<file path="config.mk">
export PLATFORM = sky130hd
export DESIGN_NAME = beam_break_ball_sensor_unit
export DESIGN_NICKNAME = d
export VERILOG_FILES = /design/src/rtl/core/bbs_pkg.sv /design/src/rtl/core/bbs_csr.sv /design/src/rtl/core/bbs_core.sv /design/src/rtl/core/beam_break_ball_sensor_unit.sv
export SDC_FILE = /design/constraint.sdc
export NUM_CORES = 1
export LEC_CHECK = 0
export BUFFER_PORTS_ARGS = -buffer_cell sky130_fd_sc_hd__buf_2
export CORE_ASPECT_RATIO = 0.5
export CORE_MARGIN = 1.5
export CORE_UTILIZATION = 50
export DETAILED_ROUTE_END_ITERATION = 12
export PLACE_DENSITY_LB_ADDON = 0.25
export SYNTH_ARGS = -nofsm -noshare
export SYNTH_HDL_FRONTEND = slang
export SYNTH_SLANG_ARGS = --single-unit
</file>
<file path="constraint.sdc">
create_clock -name clock -period 4.3 [get_ports clock]
set_clock_uncertainty 0.05 [all_clocks]
set_input_delay 0.43 -clock clock [delete_from_list [all_inputs] [get_ports clock]]
set_output_delay 0.43 -clock clock [all_outputs]
set_load 0.02 [all_outputs]
</file>
<file path="src/rtl/core/bbs_pkg.sv">
// ----------------------------------------------------------------------------
// Beam-break ball sensor package
// Types and constants shared by the ball sensor modules.
// ----------------------------------------------------------------------------
package bbs_pkg;

   localparam int SampleWidth = 10;
   localparam int RunWidth    = 8;
   localparam int CsrAddrWidth = 4;
   localparam int CsrDataWidth = 32;

   localparam logic [SampleWidth-1:0] FULL_SCALE = 10'h3ff;

   localparam logic [SampleWidth-1:0] DAZZLE_LIMIT_RESET = 10'd500;
   localparam logic [SampleWidth-1:0] BEAM_MARGIN_RESET  = 10'd500;
   localparam logic [RunWidth-1:0]    OPEN_RUN_RESET     = 8'd100;
   localparam logic [SampleWidth-1:0] OPEN_LEVEL_RESET   = 10'd3;

   typedef enum logic [1:0] {
      REG_DAZZLE_LIMIT = 2'd0,
      REG_BEAM_MARGIN  = 2'd1,
      REG_OPEN_RUN     = 2'd2,
      REG_OPEN_LEVEL   = 2'd3
   } reg_index_type;

   typedef struct packed {
      logic [SampleWidth-1:0] adc_sample;
      logic                   emitter_pin_high;
   } req_type;

   typedef struct packed {
      logic ball_present;
      logic emitter_drive;
      logic fault_emitter_open;
      logic fault_detector_open;
      logic fault_detector_short;
      logic fault_dazzled;
   } rsp_type;

   typedef struct packed {
      logic [SampleWidth-1:0] dazzle_limit;
      logic [SampleWidth-1:0] beam_margin;
      logic [RunWidth-1:0]    open_run_length;
      logic [SampleWidth-1:0] open_level;
   } cfg_type;

endpackage

</file>
<file path="src/rtl/core/bbs_csr.sv">
// ----------------------------------------------------------------------------
// Beam-break ball sensor configuration registers
// APB-style register file holding the thresholds and the open-run length.
// ----------------------------------------------------------------------------
module bbs_csr (
   input  logic                               clock,
   input  logic                               reset,
   input  logic                               csr_psel,
   input  logic                               csr_penable,
   input  logic                               csr_pwrite,
   input  logic [bbs_pkg::CsrAddrWidth-1:0]   csr_paddr,
   input  logic [bbs_pkg::CsrDataWidth-1:0]   csr_pwdata,
   output logic [bbs_pkg::CsrDataWidth-1:0]   csr_prdata,
   output logic                               csr_pready,
   output bbs_pkg::cfg_type                   cfg
);
   import bbs_pkg::*;

   cfg_type       cfg_ff;
   cfg_type       cfg_in;
   logic          wr_en;
   reg_index_type wr_index;

   assign csr_pready = 1'b1;
   assign wr_en      = csr_psel & csr_penable & csr_pwrite;
   assign wr_index   = reg_index_type'(csr_paddr[CsrAddrWidth-1:2]);

   always_comb begin
      cfg_in = cfg_ff;
      if (wr_en) begin
         case (wr_index)
            REG_DAZZLE_LIMIT: cfg_in.dazzle_limit    = csr_pwdata[SampleWidth-1:0];
            REG_BEAM_MARGIN:  cfg_in.beam_margin     = csr_pwdata[SampleWidth-1:0];
            REG_OPEN_RUN:     cfg_in.open_run_length = csr_pwdata[RunWidth-1:0];
            REG_OPEN_LEVEL:   cfg_in.open_level      = csr_pwdata[SampleWidth-1:0];
            default:          cfg_in = cfg_ff;
         endcase
      end
   end

   always_comb begin
      csr_prdata = '0;
      case (wr_index)
         REG_DAZZLE_LIMIT: csr_prdata[SampleWidth-1:0] = cfg_ff.dazzle_limit;
         REG_BEAM_MARGIN:  csr_prdata[SampleWidth-1:0] = cfg_ff.beam_margin;
         REG_OPEN_RUN:     csr_prdata[RunWidth-1:0]    = cfg_ff.open_run_length;
         REG_OPEN_LEVEL:   csr_prdata[SampleWidth-1:0] = cfg_ff.open_level;
         default:          csr_prdata = '0;
      endcase
   end

   always_ff @(posedge clock) begin
      if (reset) begin
         cfg_ff.dazzle_limit    <= DAZZLE_LIMIT_RESET;
         cfg_ff.beam_margin     <= BEAM_MARGIN_RESET;
         cfg_ff.open_run_length <= OPEN_RUN_RESET;
         cfg_ff.open_level      <= OPEN_LEVEL_RESET;
      end else begin
         cfg_ff <= cfg_in;
      end
   end

   assign cfg = cfg_ff;

endmodule

</file>
<file path="src/rtl/core/bbs_core.sv">
// ----------------------------------------------------------------------------
// Beam-break ball sensor core
// Per-tick sensor state update with a registered result stage.
// ----------------------------------------------------------------------------
module bbs_core (
   input  logic              clock,
   input  logic              reset,
   input  bbs_pkg::cfg_type  cfg,
   input  logic              req_valid,
   output logic              req_stall,
   input  bbs_pkg::req_type  req_data,
   output logic              rsp_valid,
   input  logic              rsp_stall,
   output bbs_pkg::rsp_type  rsp_data
);
   import bbs_pkg::*;

   logic                   skip_ff, skip_in;
   logic                   emit_on_ff, emit_on_in;
   logic [SampleWidth-1:0] light_ff, light_in;
   logic [SampleWidth-1:0] dark_ff, dark_in;
   logic [RunWidth-1:0]    run_cnt_ff, run_cnt_in;
   logic                   f_emit_ff, f_emit_in;
   logic                   f_open_ff, f_open_in;
   logic                   f_short_ff, f_short_in;
   logic                   f_dazzle_ff, f_dazzle_in;
   logic                   ball_ff, ball_in;
   logic                   rsp_valid_ff, rsp_valid_in;
   rsp_type                rsp_data_ff, rsp_data_in;

   logic                   accept;
   logic [SampleWidth-1:0] inv_sample;
   logic                   near_zero;
   logic signed [SampleWidth:0] diff;

   assign req_stall  = rsp_valid_ff & rsp_stall;
   assign accept     = req_valid & ~req_stall;
   assign inv_sample = FULL_SCALE - req_data.adc_sample;

   always_comb begin
      skip_in     = skip_ff;
      emit_on_in  = emit_on_ff;
      light_in    = light_ff;
      dark_in     = dark_ff;
      run_cnt_in  = run_cnt_ff;
      f_emit_in   = f_emit_ff;
      f_open_in   = f_open_ff;
      f_short_in  = f_short_ff;
      f_dazzle_in = f_dazzle_ff;
      ball_in     = ball_ff;
      near_zero   = 1'b0;
      diff        = '0;

      if (accept) begin
         skip_in = ~skip_ff;
         if (skip_ff) begin
            if (emit_on_ff) begin
               light_in   = inv_sample;
               f_emit_in  = ~req_data.emitter_pin_high;
               emit_on_in = 1'b0;
            end else begin
               dark_in    = inv_sample;
               emit_on_in = 1'b1;
            end

            near_zero = (dark_in <= cfg.open_level) && (light_in <= cfg.open_level);
            f_open_in = 1'b0;
            if (near_zero) begin
               if (run_cnt_ff >= cfg.open_run_length) begin
                  f_open_in = 1'b1;
               end else begin
                  run_cnt_in = run_cnt_ff + 1'b1;
               end
            end else begin
               run_cnt_in = '0;
            end

            f_short_in  = (dark_in == FULL_SCALE) && (light_in == FULL_SCALE);
            f_dazzle_in = ~f_short_in && (dark_in > cfg.dazzle_limit);

            diff = $signed({1'b0, light_in}) - $signed({1'b0, dark_in});
            if (f_emit_in | f_open_in | f_short_in | f_dazzle_in) begin
               ball_in = 1'b0;
            end else begin
               ball_in = diff < $signed({1'b0, cfg.beam_margin});
            end
         end
      end
   end

   always_comb begin
      rsp_data_in.ball_present         = ball_in;
      rsp_data_in.emitter_drive        = emit_on_in;
      rsp_data_in.fault_emitter_open   = f_emit_in;
      rsp_data_in.fault_detector_open  = f_open_in;
      rsp_data_in.fault_detector_short = f_short_in;
      rsp_data_in.fault_dazzled        = f_dazzle_in;
      rsp_valid_in = accept | (rsp_valid_ff & rsp_stall);
   end

   always_ff @(posedge clock) begin
      if (reset) begin
         skip_ff      <= 1'b0;
         emit_on_ff   <= 1'b0;
         light_ff     <= '0;
         dark_ff      <= '0;
         run_cnt_ff   <= '0;
         f_emit_ff    <= 1'b0;
         f_open_ff    <= 1'b0;
         f_short_ff   <= 1'b0;
         f_dazzle_ff  <= 1'b0;
         ball_ff      <= 1'b0;
         rsp_valid_ff <= 1'b0;
      end else begin
         skip_ff      <= skip_in;
         emit_on_ff   <= emit_on_in;
         light_ff     <= light_in;
         dark_ff      <= dark_in;
         run_cnt_ff   <= run_cnt_in;
         f_emit_ff    <= f_emit_in;
         f_open_ff    <= f_open_in;
         f_short_ff   <= f_short_in;
         f_dazzle_ff  <= f_dazzle_in;
         ball_ff      <= ball_in;
         rsp_valid_ff <= rsp_valid_in;
      end
   end

   always_ff @(posedge clock) begin
      if (accept) begin
         rsp_data_ff <= rsp_data_in;
      end
   end

   assign rsp_valid = rsp_valid_ff;
   assign rsp_data  = rsp_data_ff;

endmodule

</file>
<file path="src/rtl/core/beam_break_ball_sensor_unit.sv">
// ----------------------------------------------------------------------------
// Beam-break ball sensor unit
// Each accepted beat's result is registered and presented in the next cycle.
// Throughput is one beat per cycle while the result side does not stall, set by the single result register.
// Synchronous active-high reset clears the sensor state and result valid,
// and loads the register defaults.
// ----------------------------------------------------------------------------
module beam_break_ball_sensor_unit (
   input  logic                              clock,
   input  logic                              reset,
   input  logic                              req_valid,
   output logic                              req_stall,
   input  bbs_pkg::req_type                  req_data,
   output logic                              rsp_valid,
   input  logic                              rsp_stall,
   output bbs_pkg::rsp_type                  rsp_data,
   input  logic                              csr_psel,
   input  logic                              csr_penable,
   input  logic                              csr_pwrite,
   input  logic [bbs_pkg::CsrAddrWidth-1:0]  csr_paddr,
   input  logic [bbs_pkg::CsrDataWidth-1:0]  csr_pwdata,
   output logic [bbs_pkg::CsrDataWidth-1:0]  csr_prdata,
   output logic                              csr_pready
);
   import bbs_pkg::*;

   cfg_type cfg;

   bbs_csr u_csr (
      .clock       (clock),
      .reset       (reset),
      .csr_psel    (csr_psel),
      .csr_penable (csr_penable),
      .csr_pwrite  (csr_pwrite),
      .csr_paddr   (csr_paddr),
      .csr_pwdata  (csr_pwdata),
      .csr_prdata  (csr_prdata),
      .csr_pready  (csr_pready),
      .cfg         (cfg)
   );

   bbs_core u_core (
      .clock     (clock),
      .reset     (reset),
      .cfg       (cfg),
      .req_valid (req_valid),
      .req_stall (req_stall),
      .req_data  (req_data),
      .rsp_valid (rsp_valid),
      .rsp_stall (rsp_stall),
      .rsp_data  (rsp_data)
   );

endmodule

</file>
==> flow_summary_export.csv, run 1 <==
group,metric,value,unit
routing,vias_per_cell,5.44,
layout,antenna_cells,0,
global_routing,grt_max_degree,49,
routing,detail_route.iter0.violations,261,
worst_setup_path,slowest_delay,440,ps
synth,yosys-mux-area-fraction,7.57,%
power,total_power,2.07,mW
floorplanning,ios,95,
timing,final-setup-viol-count,0,
synth,yosysWarnings,0,
worst_setup_path,ff2ff_path_depth,15,
clock_tree,root_buffer,"clkbuf_16",
timing,fin_crit,3860,ps
synth,yosysUniqueCellTypes,58,
worst_setup_path,crit_chain,"nor2_1 > a21oi_1 > ha_1 > nor2b_1 > o21ai_0 > a21boi_0 > o21ai_0 > a21oi_1 > or4_1 > nand3_1 > ha_1 > or2_2 > a32oi_1 > nand4_1 > nand2_1",
global_routing,antenna_found_initial,0,
placement,placed_area,5630,um^2
layout,final_common_cell,"nand2_1",
worst_setup_path,critical-path-top-delay-family,"compound AO/OA/AOI/OAI gates",
clock_tree,cts_tree,"yes",
status,status,"complete, no violations",
layout,layout_common_cells,"100 x nand2_1, 73 x dfxtp_1, 69 x a21oi_1",
floorplanning,core,10300,um^2
floorplanning,die-height,76.0,um
timing,relSlewSlack,19.1,%
run,cap_violations,0,
power,power_frac_clock,39.5,%
worst_setup_path,crit_path_end_kind,"register",
floorplanning,start_util,51.8,%
synth,syn_area,5320,um^2
clock_tree,clock_latency,340,ps
power,power.density,347,nW/um^2
min_path,holdCritStartpoint,"req_valid",
worst_setup_path,slowest_stage,"dfxtp_2",
worst_setup_path,worstPathArrival,4020,ps
timing,holdWs,275,ps
placement,io_buffers,47,
power,p_sw,611,uW
min_path,min_to,"u_core.rsp_valid",
floorplanning,num_rows,26,
clock_tree,cts.sinks,80,
routing,drc,0,
synth,synth_fa_ha_area_share,13.8,%
floorplanning,die_area,11300,um^2
floorplanning,chipWidth,149,um
clock_tree,htreeDepth,3,
worst_setup_path,r2r_slack,440,ps
timing,max_slew.worst_pin.slew,1210,ps
worst_setup_path,reg2reg_to,"u_core.rsp_data[5]",
routing,drtAntennaViolNets,0,
global_routing,grt.overflow.total,0,
timing,finalSetupTns,0,ps
power,comb_power_share,22.5,%
timing,rsz0062_at_grt,"false",
power,p_int,1.45,mW
global_routing,grt_pass1_wl,20.9,mm
routing,wl,12.8,mm
min_path,hold_depth,2,
synth,yosysSeqAreaShare,31.2,%
synth,synth-compound-area-share,14.9,%
worst_setup_path,crit_fanout,11,
synth,synth_edf_count,6,
min_path,hold_path_class,"input port to register",
worst_setup_path,critPathBufInv,0,
layout,stdcell_area,5950,um^2
clock_tree,clock_path_buffers,2,
layout,area_growth_syn_to_layout,11.7,%
global_routing,grt_pass1_vias,4209,
timing,min_period_over_period,89.9,%
clock_tree,clkTransAtPathRegs,60,ps
worst_setup_path,rr_startpoint,"u_core.emit_on_ff",
synth,synth-async-reset-ratio,0,%
worst_setup_path,crit_path_start_kind,"register",
routing,wl_per_cell,15.1,um
synth,synthCells,657,
synth,synth_top_family_by_area,"simple AND/OR/NAND/NOR gates",
worst_setup_path,cp.required,4460,ps
power,leakagePower,2.58,nW
layout,finalNetCount,813,
synth,synthFlopType,"dfxtp_1",
routing,firstDrtPassIters,5,
synth,synth_xor_area_share,2.47,%
placement,place.gp.congestion,0.909,
synth,yosys.area_share.simple,19.7,%
synth,ys_ff_latch,80,
power,pwr-share-seq,38.0,%
routing,via_count,4606,
global_routing,grt_use_total,23.4,%
timing,fmax,259,MHz
timing,finalMaxSlewViolations,0,
synth,avgSynthCellArea,8.10,um^2
clock_tree,cts_inserted_buffers,9,
worst_setup_path,criticalPathCategory,"register to register",
timing,final_hold_viol_count,0,
power,irDropWorstVdd,189,uV
power,switching_share,29.6,%
placement,hpwl,9.54,mm
layout,drive_above_1_share,13.7,%
layout make-up:
class                           instances  area, um^2
Inverter                               66         248
Clock buffer                            9         225
Multi-Input combinational cell        482        3190
Fill cell                             953        4330
Tap cell                              140         175
Sequential cell                        80        1660
Clock inverter                          7        86.3
Timing Repair Buffer                   63         355
per-layer routing:
metal,GRT usage (%),vias to the layer above,share of wire (%)
met1,34.7,2136,51
met3,4.58,14,5.8
li1,-,2321,-
met5,0,-,0
met2,34.3,135,42
met4,6.83,0,1.2
synthesized netlist by cell type, types with 2 or more instances:
cell type  instances  area [um^2]
nor2_1            42          158
or3_1              3         18.8
and4_1             2         17.5
buf_1              5         18.8
o31ai_1            3         22.5
conb_1             2         7.51
nand2_1          100          375
buf_2              4         20.0
nor3b_2            2         25.0
mux4_2             8          180
buf_4             24          180
clkbuf_1          15         56.3
dfxtp_1           74         1480
and3_1             5         31.3
o21ai_0           18         90.1
nor3_1             6         30.0
xnor2_1           12          105
and2_1             4         25.0
nor4_1             4         25.0
a211oi_1           3         22.5
nor2b_1            5         31.3
a21boi_0           2         15.0
nand3_1           27          135
a21o_1             5         37.5
edfxtp_1           6          180
a21oi_1           69          345
buf_6              2         22.5
nand4_1           12         75.1
mux2i_1           20          200
xor2_1             3         26.3
nand2b_1           6         37.5
inv_1             66          248
or4_1              3         22.5
a31oi_1            2         12.5
o211ai_1          13         97.6
o21a_1             2         15.0
ha_1              56          701
o21ai_2            2         17.5
flip-flops by register name (all words and copies together), names as in the netlist:
signal              count
u_core.ball_ff          1
u_core.dark_ff         10
u_core.emit_on_ff       1
u_core.f_dazzle_ff      1
u_core.f_emit_ff        1
u_core.f_open_ff        1
u_core.f_short_ff       1
u_core.light_ff        10
u_core.rsp_data         6
u_core.rsp_valid        1
u_core.run_cnt_ff       8
u_core.skip_ff          1
u_csr.cfg              38
stage by stage:
| stage | setup WS (ps) | cells | utilization [%] |
|---|---|---|---|
| final | 436 | 847 | 57.8 |
| after global routing | 126 | 847 | 57.8 |
| after CTS | 298 | 847 | 57.8 |
| after detailed placement | 342 | 831 | 54.8 |
| after global placement | 409 | 831 | 54.8 |
| after floorplan | 535 | 678 | - |
kinds of logic after synthesis:
logic type	Yosys count
AO/OA/AOI/OAI	131
XOR/XNOR	15
adder cells (fa/ha/maj)	58
buffers and inverters	116
flip-flops	80
multiplexers	29
other	2
AND/OR/NAND/NOR	226
worst max-delay path by stage:
stage | from | endpoint | slack [ps] | cells past startpoint
4_1_cts | u_core.emit_on_ff | u_core.rsp_data[5] | 300 | 15
3_5_place_dp | u_core.emit_on_ff | u_core.rsp_data[5] | 340 | 15
3_3_place_gp | u_core.emit_on_ff | u_core.rsp_data[5] | 410 | 15
2_1_floorplan | u_core.emit_on_ff | u_core.rsp_data[5] | 530 | 19
6_report | u_core.emit_on_ff | u_core.rsp_data[5] | 440 | 15
5_1_grt | u_core.emit_on_ff | u_core.ball_ff | 130 | 15
power groups by stage:
stage	registers (mW)	logic [mW]	clock network, mW
finish	0.785	0.465	0.816
detailed placement	0.801	0.456	0
floorplan	0.803	0.345	0
CTS	0.784	0.462	0.824
global placement	0.800	0.448	0
global route	0.787	0.521	0.855
repair_timing:
action	in CTS	in global routing
endpoints found under the setup margin	0	2
hold buffers	0	0
setup buffers	0	0
resized for setup	0	1
Note: power is estimated with default switching activity, not from simulation.
==> inputs of run 2 (changes only) <==
ABC_AREA = 1   (was not set)
==> run 2 against run 1 <==
Register-to-register slack improved by 80 ps. Via count rose by 2.4%. Fmax grew 2.2%. Wire length shrank 0.56%. First-iteration DRC count is 4.2% lower. Sequential share of layout area up 0.85 points. Core utilization shrank 1.2 points. Synthesized area decreased by 1.6%. Hold slack gained 16 ps. Worst setup slack gained 82 ps. Highest routed layer unchanged.
==> flow_summary_export.csv, run 2 <==
group,metric,value,unit
clock_tree,hold_buffers,0,
global_routing,grt_pass1_vias,4125,
worst_setup_path,criticalPathCategory,"register to register",
timing,max_slew.worst_pin.slew,826,ps
power,leakagePower,2.79,nW
min_path,hold_path_class,"input port to register",
worst_setup_path,crit_fanout,24,
worst_setup_path,cp.required,4340,ps
floorplanning,die_area,11100,um^2
status,status,"complete, no violations",
synth,synth-async-reset-ratio,0,%
layout,final_util,56.6,%
run,cap_violations,0,
placement,hpwl,9.77,mm
global_routing,grt_max_degree,41,
routing,via_count,4716,
clock_tree,htreeDepth,3,
floorplanning,start_util,51.4,%
timing,finalMaxSlewViolations,0,
clock_tree,post_cts_buffers,0,
worst_setup_path,rr_startpoint,"u_core.emit_on_ff",
floorplanning,num_rows,26,
synth,synth_top_area_share,28.3,%
synth,yosysTopAreaCell,"dfxtp_1",
global_routing,grt.overflow.total,0,
layout,regArea,1660,um^2
global_routing,grt_pass1_wl,20.2,mm
worst_setup_path,crit_path_end_kind,"register",
layout,stdcell_area,5770,um^2
synth,ys_top_cells_by_count,"152 x nand2_1, 92 x inv_1, 74 x dfxtp_1",
routing,firstDrtPassIters,5,
routing,wl,12.7,mm
routing,drtAntennaViolNets,0,
floorplanning,chipWidth,148,um
clock_tree,ctsResizeCount,0,
placement,placed_area,5470,um^2
worst_setup_path,ff2ff_path_depth,20,
synth,yosysUniqueCellTypes,49,
synth,synthCells,722,
clock_tree,clock_latency,340,ps
synth,synth_edf_count,6,
synth,ys_ff_latch,80,
global_routing,grt_use_total,23.5,%
power,total_power,2.06,mW
worst_setup_path,crit_path_start_kind,"register",
clock_tree,clock_path_buffers,2,
clock_tree,clkTransAtPathRegs,60,ps
layout,drive_above_1_share,11.2,%
timing,rsz0062_at_grt,"false",
timing,finalSetupTns,0,ps
layout,largest_reg_flops,38,
global_routing,antenna_found_initial,0,
layout,final_common_cell,"nand2_1",
layout,nFillCells,1011,
timing,relSlewSlack,44.7,%
layout,multi_input_area,2990,um^2
timing,fmax,264,MHz
power,power.density,358,nW/um^2
layout,area_growth_syn_to_layout,10.1,%
timing,min_period_over_period,88.0,%
routing,wl_per_cell,14.0,um
worst_setup_path,reg2reg_to,"u_core.rsp_data[5]",
power,irDropWorstVdd,214,uV
worst_setup_path,crit_path_end,"u_core.rsp_data[5]",
synth,avgSynthCellArea,7.25,um^2
routing,drc,0,
worst_setup_path,r2r_slack,520,ps
clock_tree,cts_inserted_buffers,9,
placement,io_buffers,47,
worst_setup_path,worstPathArrival,3830,ps
timing,fin_crit,3780,ps
synth,synthFlopType,"dfxtp_1",
routing,vias_per_cell,5.20,
synth,syn_area,5240,um^2
placement,place.gp.congestion,0.890,
timing,final_hold_viol_count,0,
synth,netlist_top_cells_area,"dfxtp_1 28%, ha_1 13%, nand2_1 11%, a21oi_1 6.9%, inv_1 6.6%",
timing,final-setup-viol-count,0,
floorplanning,ios,95,
worst_setup_path,cp-startpoint,"u_core.emit_on_ff",
synth,synth_most_common_cell,"nand2_1",
clock_tree,cts.sinks,80,
layout,layout_common_cells,"152 x nand2_1, 91 x inv_1, 74 x dfxtp_1",
synth,yosysWarnings,0,
floorplanning,core,10200,um^2
clock_tree,cts_tree,"yes",
clock_tree,root_buffer,"clkbuf_16",
floorplanning,die-height,75.4,um
layout,finalNetCount,873,
routing,detail_route.iter0.violations,250,
layout,antenna_cells,0,
synth,yosysSeqAreaShare,31.7,%
run 2: cell type report:
class                   instances  share of cell area [%]
repair buffers                 53                    4.86
clock buffers                  10                    3.97
multi-input cells             523                    51.9
clock inverters                 6                    1.17
flip-flops and latches         80                    28.8
inverters                      95                    6.27
well taps                     140                    3.04
run 2: cells by family after synthesis:
group	share of synthesized area, %
adders and majority gates	13.8
other	0.143
xor gates and xnor gates	2.34
buffers and inverters	12.7
and+or+nand+nor	19.7
DFF	31.7
AOI/OAI and AO/OA	19.7
run 2: where the power goes:
group          switching [mW]  internal, mW
registers              0.0137         0.782
logic                   0.327         0.175
clock network           0.315         0.452
total                   0.656          1.41
run 2: worst min path at each step:
stage	start	to	slack (ps)	cells after the start
after floorplan	u_core.f_open_ff	u_core.f_open_ff	390	2
after global placement	u_core.dark_ff[1]	u_core.dark_ff[1]	400	2
after detailed placement	u_core.f_open_ff	u_core.f_open_ff	410	2
after CTS	csr_pwdata[8]	u_csr.cfg[36]	280	3
after global routing	csr_pwdata[8]	u_csr.cfg[36]	320	3
final	csr_pwdata[8]	u_csr.cfg[36]	290	3
run 2: worst max-delay path, stage by stage, from the launching register on:
cell	delay (ps)
dfxtp_1	400
buf_4	290
nand2_1	90
o21ai_1	240
inv_1	120
ha_1	380
inv_1	70
nor4_1	280
nor2_1	100
o21ai_0	270
nand2_1	90
a21boi_0	280
nor2_1	70
nand2_1	60
nand2_1	60
ha_1	270
nand2_1	50
nand2_1	50
nand2_1	130
nand4_2	140
nand2_1	60
run 2: layer usage:
metal	vias to the layer above	routed length (um)	global-route usage, %
met5	-	0	0
met4	0	129	5.22
met3	13	785	4.43
met2	128	5410	38.2
met1	2151	6360	33.0
li1	2424	-	-
run 2: metrics by stage:
| step | cells | hold slack, ps | worst slack [ps] |
|---|---|---|---|
| 3_3_place_gp | 891 | 400 | 697 |
| 3_5_place_dp | 891 | 414 | 600 |
| 2_1_floorplan | 743 | 390 | 1030 |
| 5_1_grt | 907 | 319 | 75.0 |
| 4_1_cts | 907 | 281 | 559 |
| 6_report | 907 | 291 | 518 |
